<file path="src/hdl/crc64fc_pkg.sv">
// Shared types, constants and helpers for the CRC64 fold constant generator.
// No dependencies; used by the controller, the datapath and the top level.
`timescale 1ns / 1ps

package crc64fc_pkg;

  localparam logic [63:0] POLY_RESET = 64'h42F0_E1EB_A9EA_3693;
  localparam logic [63:0] TOP_BIT    = 64'h8000_0000_0000_0000;

  typedef enum logic [1:0] {
    CMD_FOLD    = 2'd0,
    CMD_BARRETT = 2'd1,
    CMD_RPOLY   = 2'd2,
    CMD_NONE    = 2'd3
  } command_t;

  typedef enum logic [1:0] {
    S_IDLE,
    S_RUN
  } state_t;

  // controller -> datapath
  typedef struct packed {
    logic load;
    logic step;
    logic emit;
  } dp_ctrl_t;

  // datapath -> controller
  typedef struct packed {
    logic count_zero;
  } dp_status_t;

  function automatic logic [63:0] reverse64(input logic [63:0] v);
    logic [63:0] r;
    for (int i = 0; i < 64; i++) begin
      r[i] = v[63 - i];
    end
    return r;
  endfunction

endpackage

</file>
<file path="src/hdl/crc64fc_ctrl.sv">
// Sequencer for the CRC64 fold constant generator: request acceptance,
// step control and the output valid flag. Depends on crc64fc_pkg.
`timescale 1ns / 1ps

module crc64fc_ctrl (
  input  logic                    clk,
  input  logic                    rst,
  input  logic                    in_valid,
  output logic                    in_ready,
  output logic                    out_valid,
  input  logic                    out_ready,
  input  crc64fc_pkg::dp_status_t status,
  output crc64fc_pkg::dp_ctrl_t   ctrl
);

  crc64fc_pkg::state_t state, state_next;
  logic out_valid_next;

  always_ff @(posedge clk) begin
    if (rst) begin
      state     <= crc64fc_pkg::S_IDLE;
      out_valid <= 1'b0;
    end else begin
      state     <= state_next;
      out_valid <= out_valid_next;
    end
  end

  always_comb begin
    state_next = state;
    ctrl       = '0;
    in_ready   = 1'b0;
    case (state)
      crc64fc_pkg::S_IDLE: begin
        in_ready = 1'b1;
        if (in_valid) begin
          ctrl.load  = 1'b1;
          state_next = crc64fc_pkg::S_RUN;
        end
      end
      crc64fc_pkg::S_RUN: begin
        if (!status.count_zero) begin
          ctrl.step = 1'b1;
        end else if (!out_valid || out_ready) begin
          // hold the finished result until the output register frees up
          ctrl.emit  = 1'b1;
          state_next = crc64fc_pkg::S_IDLE;
        end
      end
      default: begin
        state_next = crc64fc_pkg::S_IDLE;
      end
    endcase
  end

  always_comb begin
    out_valid_next = out_valid;
    if (out_valid && out_ready) begin
      out_valid_next = 1'b0;
    end
    if (ctrl.emit) begin
      out_valid_next = 1'b1;
    end
  end

endmodule

</file>
<file path="src/hdl/crc64fc_dp.sv">
// Datapath for the CRC64 fold constant generator: polynomial register,
// shift-xor step registers, step counter and output register. Uses crc64fc_pkg.
`timescale 1ns / 1ps

module crc64fc_dp #(
  parameter int EXPONENT_BITS = 12
) (
  input  logic                     clk,
  input  logic                     rst,
  input  logic                     polynomial_we,
  input  logic [63:0]              polynomial_wdata,
  input  logic [1:0]               command,
  input  logic [EXPONENT_BITS-1:0] exponent,
  output logic [63:0]              constant,
  input  crc64fc_pkg::dp_ctrl_t    ctrl,
  output crc64fc_pkg::dp_status_t  status
);

  localparam logic [EXPONENT_BITS-1:0] FOLD_BASE = EXPONENT_BITS'(64);
  localparam logic [EXPONENT_BITS-1:0] COUNT_ONE = EXPONENT_BITS'(1);

  logic [63:0]              polynomial;
  logic [63:0]              poly_rev;
  logic [1:0]               cmd;
  logic                     zero_fold;
  logic [EXPONENT_BITS-1:0] count;
  logic [63:0]              n;
  logic [63:0]              lo;
  logic                     hi;
  logic [63:0]              q;
  logic [63:0]              lo_x;
  logic [63:0]              result;

  always_ff @(posedge clk) begin
    if (rst) begin
      polynomial <= crc64fc_pkg::POLY_RESET;
    end else if (polynomial_we) begin
      polynomial <= polynomial_wdata;
    end
  end

  assign lo_x     = hi ? (lo ^ polynomial) : lo;
  assign poly_rev = crc64fc_pkg::reverse64(polynomial);

  always_ff @(posedge clk) begin
    if (ctrl.load) begin
      cmd       <= command;
      zero_fold <= (exponent <= FOLD_BASE);
      n         <= crc64fc_pkg::TOP_BIT;
      hi        <= 1'b1;
      lo        <= '0;
      q         <= '0;
      case (crc64fc_pkg::command_t'(command))
        crc64fc_pkg::CMD_FOLD:
          count <= (exponent > FOLD_BASE) ? (exponent - FOLD_BASE) : '0;
        crc64fc_pkg::CMD_BARRETT: count <= FOLD_BASE;
        default:                  count <= '0;
      endcase
    end else if (ctrl.step) begin
      count <= count - COUNT_ONE;
      // advance both recurrences; only the one for the stored command is used
      n     <= n[63] ? ({n[62:0], 1'b0} ^ polynomial) : {n[62:0], 1'b0};
      q     <= {q[62:0], hi};
      hi    <= lo_x[63];
      lo    <= {lo_x[62:0], 1'b0};
    end
  end

  always_comb begin
    case (crc64fc_pkg::command_t'(cmd))
      crc64fc_pkg::CMD_FOLD:    result = zero_fold ? '0 : crc64fc_pkg::reverse64(n);
      crc64fc_pkg::CMD_BARRETT: result = crc64fc_pkg::reverse64(q);
      crc64fc_pkg::CMD_RPOLY:   result = {poly_rev[62:0], 1'b1};
      default:                  result = '0;
    endcase
  end

  always_ff @(posedge clk) begin
    if (ctrl.emit) begin
      constant <= result;
    end
  end

  assign status.count_zero = (count == '0);

endmodule

</file>
<file path="src/hdl/crc64_reflected_fold_constant_gen.sv">
// Top level of the CRC64 reflected fold constant generator.
// Instantiates crc64fc_ctrl and crc64fc_dp; types from crc64fc_pkg.
//
//   channel  direction  handshake              payload
//   in       input      in_valid / in_ready    command[1:0], exponent
//   out      output     out_valid / out_ready  constant[63:0]
//   config   input      polynomial_we          polynomial_wdata[63:0]
//
// One request at a time: the step counter drives one shift-xor per cycle.
// Each request loads the step counter, steps until the counter is zero, then emits.
// The result sits in an output register; a new request is taken while it waits.
// A stalled output holds the next finished request before its last cycle.
// Synchronous reset restores the polynomial register to the ECMA-182 value.
`timescale 1ns / 1ps

module crc64_reflected_fold_constant_gen #(
  parameter int EXPONENT_BITS = 12
) (
  input  logic                     clk,
  input  logic                     rst,
  input  logic                     polynomial_we,
  input  logic [63:0]              polynomial_wdata,
  input  logic                     in_valid,
  output logic                     in_ready,
  input  logic [1:0]               command,
  input  logic [EXPONENT_BITS-1:0] exponent,
  output logic                     out_valid,
  input  logic                     out_ready,
  output logic [63:0]              constant
);

  crc64fc_pkg::dp_ctrl_t   ctrl;
  crc64fc_pkg::dp_status_t status;

  crc64fc_ctrl u_ctrl (
    .clk       (clk),
    .rst       (rst),
    .in_valid  (in_valid),
    .in_ready  (in_ready),
    .out_valid (out_valid),
    .out_ready (out_ready),
    .status    (status),
    .ctrl      (ctrl)
  );

  crc64fc_dp #(
    .EXPONENT_BITS (EXPONENT_BITS)
  ) u_dp (
    .clk              (clk),
    .rst              (rst),
    .polynomial_we    (polynomial_we),
    .polynomial_wdata (polynomial_wdata),
    .command          (command),
    .exponent         (exponent),
    .constant         (constant),
    .ctrl             (ctrl),
    .status           (status)
  );

endmodule
</file>
<file path="config.mk">
export PLATFORM = sky130hd
export DESIGN_NAME = crc64_reflected_fold_constant_gen
export DESIGN_NICKNAME = d
export VERILOG_FILES = /design/src/hdl/crc64fc_pkg.sv /design/src/hdl/crc64fc_ctrl.sv /design/src/hdl/crc64fc_dp.sv /design/src/hdl/crc64_reflected_fold_constant_gen.sv
export SDC_FILE = /design/constraint.sdc
export NUM_CORES = 1
export LEC_CHECK = 0
export BUFFER_PORTS_ARGS = -buffer_cell sky130_fd_sc_hd__buf_2
export CAP_MARGIN = 0
export CORE_MARGIN = 1.5
export CORE_UTILIZATION = 59
export DETAILED_ROUTE_END_ITERATION = 8
export PLACE_DENSITY = 0.83
export SYNTH_ARGS = -nofsm -noshare
export SYNTH_HDL_FRONTEND = slang
export SYNTH_SLANG_ARGS = --single-unit
export TNS_END_PERCENT = 10
</file>
<file path="constraint.sdc">
create_clock -name clk -period 5.1 [get_ports clk]
set_input_delay 1.02 -clock clk [delete_from_list [all_inputs] [get_ports clk]]
set_output_delay 1.02 -clock clk [all_outputs]
set_load 0.01 [all_outputs]
</file>
; Yosys cells after proc, flatten, opt, wreduce, memory -nomap -nowiden
; Index checks and enable logic that the tools add are counted.
[word_totals]
regBits = 338
latchBits = 0
ramBits = 0
mem_bits_ro = 0
in_bits = 83
output_inout_bits = 66
word_cells = 55
n_memories = 0
[op_classes]
n_addsub = 2
mul = 0
div_mod_pow = 0
magnitude_cmp = 2
n_eq_ne = 7
n_shift = 0
mux = 21
bitwise = 2
n_reduce_logical = 10
[op_table]
columns = cell, count
row1 = $mux 64, 3
row2 = $pmux 64 s3, 1
row3 = $xor 64x64->64, 2
row4 = $mux 12, 3
row5 = $pmux 12 s2, 1
row6 = $gt 12x7->1 const B, 1
row7 = $le 12x7->1 const B, 1
row8 = $logic_not 12->1, 1
row9 = $sub 12x1->12 const B, 1
row10 = $sub 12x7->12 const B, 1
row11 = $mux 1, 8
row12 = $mux 2, 4
row13 = $eq 2x1->1 const B, 3
row14 = $logic_not 2->1, 3
row15 = $ne 2x1->1 const B, 2
row16 = $pmux 2 s2, 1
row17 = $reduce_bool 2->1, 2
row18 = $reduce_and 3->1, 1
row19 = $eq 2x2->1 const B, 1
row20 = $ne 2x2->1 const B, 1
row21 = $logic_and 1x1->1, 1
row22 = $logic_not 1->1, 1
row23 = $logic_or 1x1->1, 1

; Longest topological paths before layout
; Gate-level depths: netlist of run 1.
[depth]
depth_word = 7
ltp_mapped = 10
mapped_depth_nobuf = 6

; Modules after synthesis
; A second synthesis of run 1 with hierarchy kept.
[hier_totals]
cells_unflattened = 1565
area_unflattened_um2 = 14870.5
[by_module_without_submodules]
columns = module, instances, cells_each, area_each_um2, seq_area_each_um2
row1 = crc64fc_dp, 1, 1553, 14765.4, 7497.2
row2 = crc64fc_ctrl, 1, 12, 105.1, 40.0

; Worst setup path before layout of run 1
; OpenSTA, ideal clock, no wires.
[synth_path]
path_type = input to register
from = input out_ready
to = register u_dp.constant[0], enable pin
setup_ps = 496
arrival_time_ps = 4021
required_time_ps = 4604
path_slack_ps = 583
stages = 2
path_buffers = 0
cell_sequence = nand2b_1 nor2b_1
[synth_lines]
columns = item, line_no
row1 = start: declaration, crc64_reflected_fold_constant_gen.sv:28  ; input logic out_ready,
row2 = end signal: assignment, crc64fc_dp.sv:80  ; constant <= result;
row3 = end: declaration, crc64fc_dp.sv:14  ; output logic [63:0] constant,

; Worst setup path in the final report of run 1
[layout_path]
from = register u_dp.count[0]
to = register u_dp.hi
[layout_between]
elab_chain_cells = 3
[layout_rtl]
columns = item, line_no
row1 = start: declaration, crc64fc_dp.sv:26  ; logic [EXPONENT_BITS-1:0] count;
row2 = start signal: assignment, crc64fc_dp.sv:55  ; count <= (exponent > FOLD_BASE) ? (exponent - FOLD_BASE) : '0;
row3 = start signal: assignment, crc64fc_dp.sv:60  ; count <= count - COUNT_ONE;
row4 = $logic_not 12->1, crc64fc_dp.sv:84  ; assign status.count_zero = (count == '0);
row5 = $mux 1, crc64fc_ctrl.sv:42  ; if (!status.count_zero) begin
row6 = $mux 2, crc64fc_ctrl.sv:33  ; case (state)
row7 = end signal: assignment, crc64fc_dp.sv:64  ; hi <= lo_x[63];
row8 = end: declaration, crc64fc_dp.sv:29  ; logic hi;
; No other way between the ends.
; A chain may end at the register's enable or synchronous reset.

==> results of run 1 <==
## how the worst max path moves through the flow
stage	depth (start not counted)	endpoint	from
after floorplan	2	u_dp.constant[0]	out_ready
after global placement	6	u_dp.hi	u_dp.count[0]
after detailed placement	6	u_dp.hi	u_dp.count[0]
after CTS	6	u_dp.hi	u_dp.count[0]
after global routing	6	u_dp.hi	u_dp.count[0]
final	6	u_dp.hi	u_dp.count[0]
## Yosys cell counts, drive strengths merged (2+ instances only)
cell type    n  area [um2]
nand2      319        1197
dfxtp      258        5165
nand3      192       960.9
o21ai      191       955.9
xor2       128        1121
clkbuf      81       304.0
edfxtp      79        2372
a21oi       68       340.3
nor3b       64       480.5
buf         51       325.3
nor2        35       131.4
nor2b       35       219.0
a211o       34       297.8
mux2i       31       310.3
xnor2        9       78.83
inv          8       30.03
nor3         6       30.03
o22ai        6       37.54
nor4         5       50.05
a22o         4       35.03
ha           4       50.05
or4          4       30.03
o31ai        3       27.52
nand2b       2       12.51
nor4b        2       23.77
or3          2       12.51
## per-layer routing
layer	part of all wire (%)	wire length, um
met4	2.6	893
met3	6.6	2242
met1	45	15300
met2	46	15460
met5	0.056	19
## kinds of logic (layout without fill, tap and decap cells)
logic type / count (synthesis) / in the layout / synth area share [%]
buffers and inverters: 140 / 236 / 4.492
AND/OR/NAND/NOR: 669 / 669 / 21.61
adder cells (fa/ha/maj): 4 / 4 / 0.3409
multiplexers: 31 / 31 / 2.114
AO/OA/AOI/OAI: 313 / 313 / 11.92
flip-flops: 337 / 337 / 51.34
XOR/XNOR: 137 / 137 / 8.174
## critical path, stage by stage (launching register included)
cell	delay (ns)
edfxtp_1	0.40
inv_1	0.13
ha_1	0.17
nor4b_2	0.47
a31o_4	0.86
nand2_1	0.57
a2bb2oi_1	0.27
## cell usage in the layout, fill, tap and decap left out, types with 2 or more instances in the layout
| cell type | netlist | layout |
|---|---|---|
| o21ai_0 | 111 | 111 |
| dfxtp_1 | 258 | 256 |
| a22o_1 | 4 | 4 |
| buf_12 | 0 | 2 |
| nor2b_1 | 35 | 33 |
| xor2_1 | 128 | 128 |
| a21oi_1 | 68 | 68 |
| mux2i_1 | 31 | 31 |
| nand2_1 | 319 | 319 |
| o31ai_1 | 2 | 2 |
| clkinv_1 | 0 | 5 |
| nor2b_4 | 0 | 2 |
| clkinv_2 | 0 | 4 |
| clkbuf_1 | 81 | 9 |
| or4_1 | 4 | 4 |
| nor2_1 | 35 | 35 |
| nor4_2 | 3 | 3 |
| nor3b_1 | 64 | 64 |
| clkbuf_16 | 0 | 37 |
| nor3_1 | 6 | 6 |
| buf_4 | 6 | 16 |
| edfxtp_1 | 79 | 79 |
| or3_1 | 2 | 2 |
| o21ai_1 | 80 | 80 |
| dfxtp_2 | 0 | 2 |
| nor4_1 | 2 | 2 |
| nand3_1 | 192 | 192 |
| buf_2 | 11 | 147 |
| a211o_1 | 34 | 34 |
| o22ai_1 | 6 | 6 |
| xnor2_1 | 9 | 9 |
| bufinv_16 | 0 | 4 |
| inv_1 | 7 | 7 |
| ha_1 | 4 | 4 |
| clkbuf_8 | 0 | 3 |
## registers in the layout (all words and copies together) (netlist names)
signal	count
u_dp.zero_fold	1
u_ctrl.state	1
u_ctrl.out_valid	1
u_dp.count	12
u_dp.cmd	2
u_dp.constant	64
u_dp.polynomial	64
u_dp.q	64
u_dp.hi	1
u_dp.lo	63
u_dp.n	64
## per-stage QoR
step	cells	worst slack (ns)	utilization [%]	power, mW	instance area, um2
after global routing	2051	1.852	67.93	7.422	16570
after CTS	2051	2.057	67.93	7.131	16570
after detailed placement	1988	2.090	63.14	4.549	15400
after floorplan	1631	0.5830	-	4.265	14680
after global placement	1988	2.231	63.14	4.482	15400
final	2051	2.076	67.93	7.103	16570
## where the power goes
group | switching [mW] | internal, mW | leakage [nW]
logic | 0.633 | 0.484 | 3.37
registers | 0.309 | 3.10 | 2.86
clock network | 1.01 | 1.57 | 0.568
## area by class of cell
class                   count  area share (%)
clock inverters            14           1.004
inverters                   8          0.1812
flip-flops and latches    337           45.51
multi-input cells        1154           39.41
clock buffers              49           6.041
well taps                 324           2.447
repair buffers            165           5.407
==> impl_metrics.yaml, run 1 <==
placement:
  gp_congestion: 0.8559
  place_hpwl_um: 20450
  io_buffer_count: 148
sta:
  rsz0062_at_grt: "no"
  finalMaxSlewViolations: 0
  setup-violations-final: 0
  hold_viol_final: 0
  clock_skew_ns: 0.01644
  max-slew-margin-rel_pct: 25.01
  max_slew.worst_pin.slew_ns: 1.125
  min_period_over_period_pct: 59.30
  setup_tns_ns: 0
  max_freq_ghz: 0.3307
  fin_hold_ws_ns: 0.4462
  fin_crit_ns: 3.024
detailed_routing:
  viasPerCell: 5.773
  dr.first_iter.drc_count: 1069
  drt_first_pass_iters: 6
  num_vias: 11840
  drt_wl_total_um: 33920
  drc: 0
  post_drt_wl_per_cell_um: 16.54
  ant_nets: 0
job:
  drv_cap: 0
cts:
  cts_tree: "done"
  htreeDepth: 2
  cts_root_buffer: "clkbuf_16"
  cts-buffers-inserted: 35
  cts_hold_buf: 0
  clkSinkCount: 337
  post_cts_resized: 0
  cts.clk_slew.worst_paths_ns: 0.06
  post_cts_buffers: 0
  clock_path_buffers: 3
  clock_latency_ns: 0.51
critical_path:
  required_ns: 5.46
  rrSetupSlack_ns: 2.08
  cp_max_fo: 87
  worstSetupStartpointType: "flip-flop"
  r2r-start: "u_dp.count[0]"
  reg2regPathDepth: 6
  cp_data_arrival_time_ns: 3.38
  endpoint_kind: "flip-flop"
  worst-setup-path-type: "reg -> reg"
  r2r_end: "u_dp.hi"
logic_synthesis:
  synth_edf_count: 79
  synth-async-reset-ratio_pct: 0
  synth_cells: 1631
  ys_ff_latch: 337
  ys_seq_area_share_pct: 51.34
  synth.avg_cell_area_um2: 9.001
  yosysUniqueCellTypes: 44
  yosys_warnings: 0
  synth_area_mm2: 0.01468
  syn_nets: 1718
  ys.flop_type: "dfxtp_1"
global_route:
  grt_pass1_vias: 11030
  use_met1_pct: 36.70
  grt_use_met3_pct: 4.416
  grt_max_degree: 108
  grt_pass1_wl_um: 55460
  busiest_layer: "met2"
  use_met2_pct: 41.13
  antenna_found_initial: 1
  overflow: 0
  grt_use_total_pct: 26.17
cells_and_area:
  layout-drive-gt1-share_pct: 13.14
  multiInputGateArea_mm2: 0.006530
  syn_to_final_growth_pct: 12.86
  num-fill-cells: 1852
  seq_area_mm2: 0.007540
  nNetsFinal: 1788
  diodes: 0
power_and_ir_drop:
  powerDensity_mw_per_mm2: 428.7
  ir_drop_mv: 0.2554
  p_leak_nw: 6.802
worst_hold_path:
  holdPathEnd: "u_dp.q[13]"
  whs_path_depth: 2
  worstHoldStart: "u_dp.q[12]"
  hp-class: "reg -> reg"
outcome:
  outcome: "complete, no violations"
floorplanning:
  core_mm2: 0.02439
  die_y_um: 160.7
  initial_core_util_pct: 60.19
  die_x_um: 160.7
  num_rows: 57
  io_pins: 149
  dieArea_mm2: 0.02584
Power figures use the tool's default switching activity.
==> run 2: changes to the inputs <==
- clock period: 5.1 -> 3.16 ns (I/O delays scaled with it)
==> run 2 against run 1 <==
  * Non-clock buffer count rose by 9
  * Die area did not move
  * Sequential power rose by 62%
  * Clock-buffer cell count fell by 4
  * Setup slack got worse by 1.5 ns
  * Via count fell by 1.3%
  * Core utilization rose by 0.67 points
  * Critical endpoint is now u_dp.constant[47]
  * Clock power rose by 67%
  * Critical path type unchanged
  * Sequential share of layout area fell by 0.45 points
  * Cell count rose by 0.34%
==> impl_metrics.yaml, run 2 (same netlist as run 1, synthesis figures left out) <==
floorplanning:
  dieArea_mm2: 0.02584
  initial_core_util_pct: 60.19
  num_rows: 57
  core_mm2: 0.02439
  die_y_um: 160.7
  die_x_um: 160.7
  io_pins: 149
global_route:
  antenna_found_initial: 0
  grt_pass1_vias: 11010
  overflow: 0
  grt_max_degree: 135
  grt_pass1_wl_um: 55150
  grt_use_total_pct: 25.98
outcome:
  outcome: "complete, no violations"
worst_hold_path:
  hp-class: "in -> reg"
  holdPathEnd: "u_dp.polynomial[22]"
  whs_path_depth: 2
  worstHoldStart: "polynomial_wdata[22]"
cts:
  cts.clk_slew.worst_paths_ns: 0.06
  htreeDepth: 2
  clock_path_buffers: 3
  cts-buffers-inserted: 34
  cts_hold_buf: 0
  clkSinkCount: 337
  clock_latency_ns: 0.51
  post_cts_buffers: 0
  cts_tree: "done"
  cts_root_buffer: "clkbuf_16"
  post_cts_resized: 0
sta:
  min_period_over_period_pct: 81.09
  rsz0062_at_grt: "no"
  clock_skew_ns: 0.009944
  finalMaxSlewViolations: 0
  max_freq_ghz: 0.3902
  setup_tns_ns: 0
  fin_crit_ns: 2.563
  max-slew-margin-rel_pct: 44.90
  setup-violations-final: 0
  hold_viol_final: 0
  fin_hold_ws_ns: 0.3278
  max_slew.worst_pin.slew_ns: 0.8264
placement:
  place_hpwl_um: 20950
  placedInstanceArea_mm2: 0.01553
  io_buffer_count: 148
  gp_congestion: 0.8016
cells_and_area:
  nNetsFinal: 1796
  post-route-cell-area_mm2: 0.01673
  mostFrequentLayoutCells: "319 x nand2_1, 256 x dfxtp_1, 192 x nand3_1"
  diodes: 0
  syn_to_final_growth_pct: 13.98
  final_common_cell: "nand2_1"
  layout-drive-gt1-share_pct: 13.61
power_and_ir_drop:
  total_power_mw: 11.65
  ir_drop_mv: 0.4343
  powerDensity_mw_per_mm2: 696.1
  p_leak_nw: 6.880
detailed_routing:
  drt_first_pass_iters: 5
  viasPerCell: 5.679
  ant_nets: 0
  drt_wl_total_um: 33900
  post_drt_wl_per_cell_um: 16.47
  num_vias: 11690
  drc: 0
  dr.first_iter.drc_count: 948
critical_path:
  rrSetupSlack_ns: 0.60
  required_ns: 3.37
  r2r_end: "u_dp.constant[47]"
  reg2regPathDepth: 6
  max_stage_delay_ns: 0.59
  endpoint_kind: "flip-flop"
  cp_slowest_cell: "nor2b_4"
  r2r-start: "u_dp.count[0]"
  worstSetupStartpointType: "flip-flop"
  cp_num_buf_inv: 2
  cp_data_arrival_time_ns: 2.77
  cp_max_fo: 25
  worst-setup-path-type: "reg -> reg"
  cp_top_family: "simple AND/OR/NAND/NOR gates"
  cp_cell_sequence: "inv_1 > ha_1 > nor4b_2 > nand4_1 > nor2b_4 > buf_12"
job:
  drv_cap: 0
[run 2: worst max path at each step]
stage | to | slack [ns] | cells past startpoint | startpoint
after global routing | u_dp.constant[43] | 0.44 | 6 | u_dp.count[0]
after global placement | u_dp.constant[43] | 0.73 | 6 | u_dp.count[0]
after CTS | u_dp.constant[43] | 0.60 | 6 | u_dp.count[0]
final | u_dp.constant[47] | 0.60 | 6 | u_dp.count[0]
after detailed placement | u_dp.constant[43] | 0.62 | 6 | u_dp.count[0]
after floorplan | u_dp.constant[0] | 0.67 | 5 | u_dp.count[0]
[run 2: per-layer routing]
layer | vias to the layer above | routed length (um) | share of wire [%] | global-route usage, %
li1 | 5737 | - | - | -
met1 | 5506 | 15110 | 45 | 35.57
met2 | 379 | 15700 | 46 | 41.66
met3 | 66 | 2183 | 6.4 | 4.313
met4 | 0 | 903 | 2.7 | 9.428
met5 | - | 0 | 0 | 0
[run 2: area by class of cell]
cell class | count | area [um2]
clock buffers | 45 | 944.7
well taps | 324 | 405.4
flip-flops and latches | 337 | 7540
inverters | 8 | 30.03
clock inverters | 16 | 256.5
fillers | 1861 | 7659
repair buffers | 174 | 1026
multi-input cells | 1154 | 6530
[run 2: where the power goes]
group	internal, mW	switching (mW)
logic	0.806	0.990
registers	5.00	0.536
clock network	2.68	1.64
[run 2: stage by stage]
| stage | setup WS, ns | std cells | util [%] |
|---|---|---|---|
| 2_1_floorplan | 0.6725 | 1631 | - |
| 3_3_place_gp | 0.7289 | 1997 | 63.68 |
| 3_5_place_dp | 0.6168 | 1997 | 63.68 |
| 4_1_cts | 0.5970 | 2058 | 68.60 |
| 5_1_grt | 0.4417 | 2058 | 68.60 |
| 6_report | 0.5975 | 2058 | 68.60 |
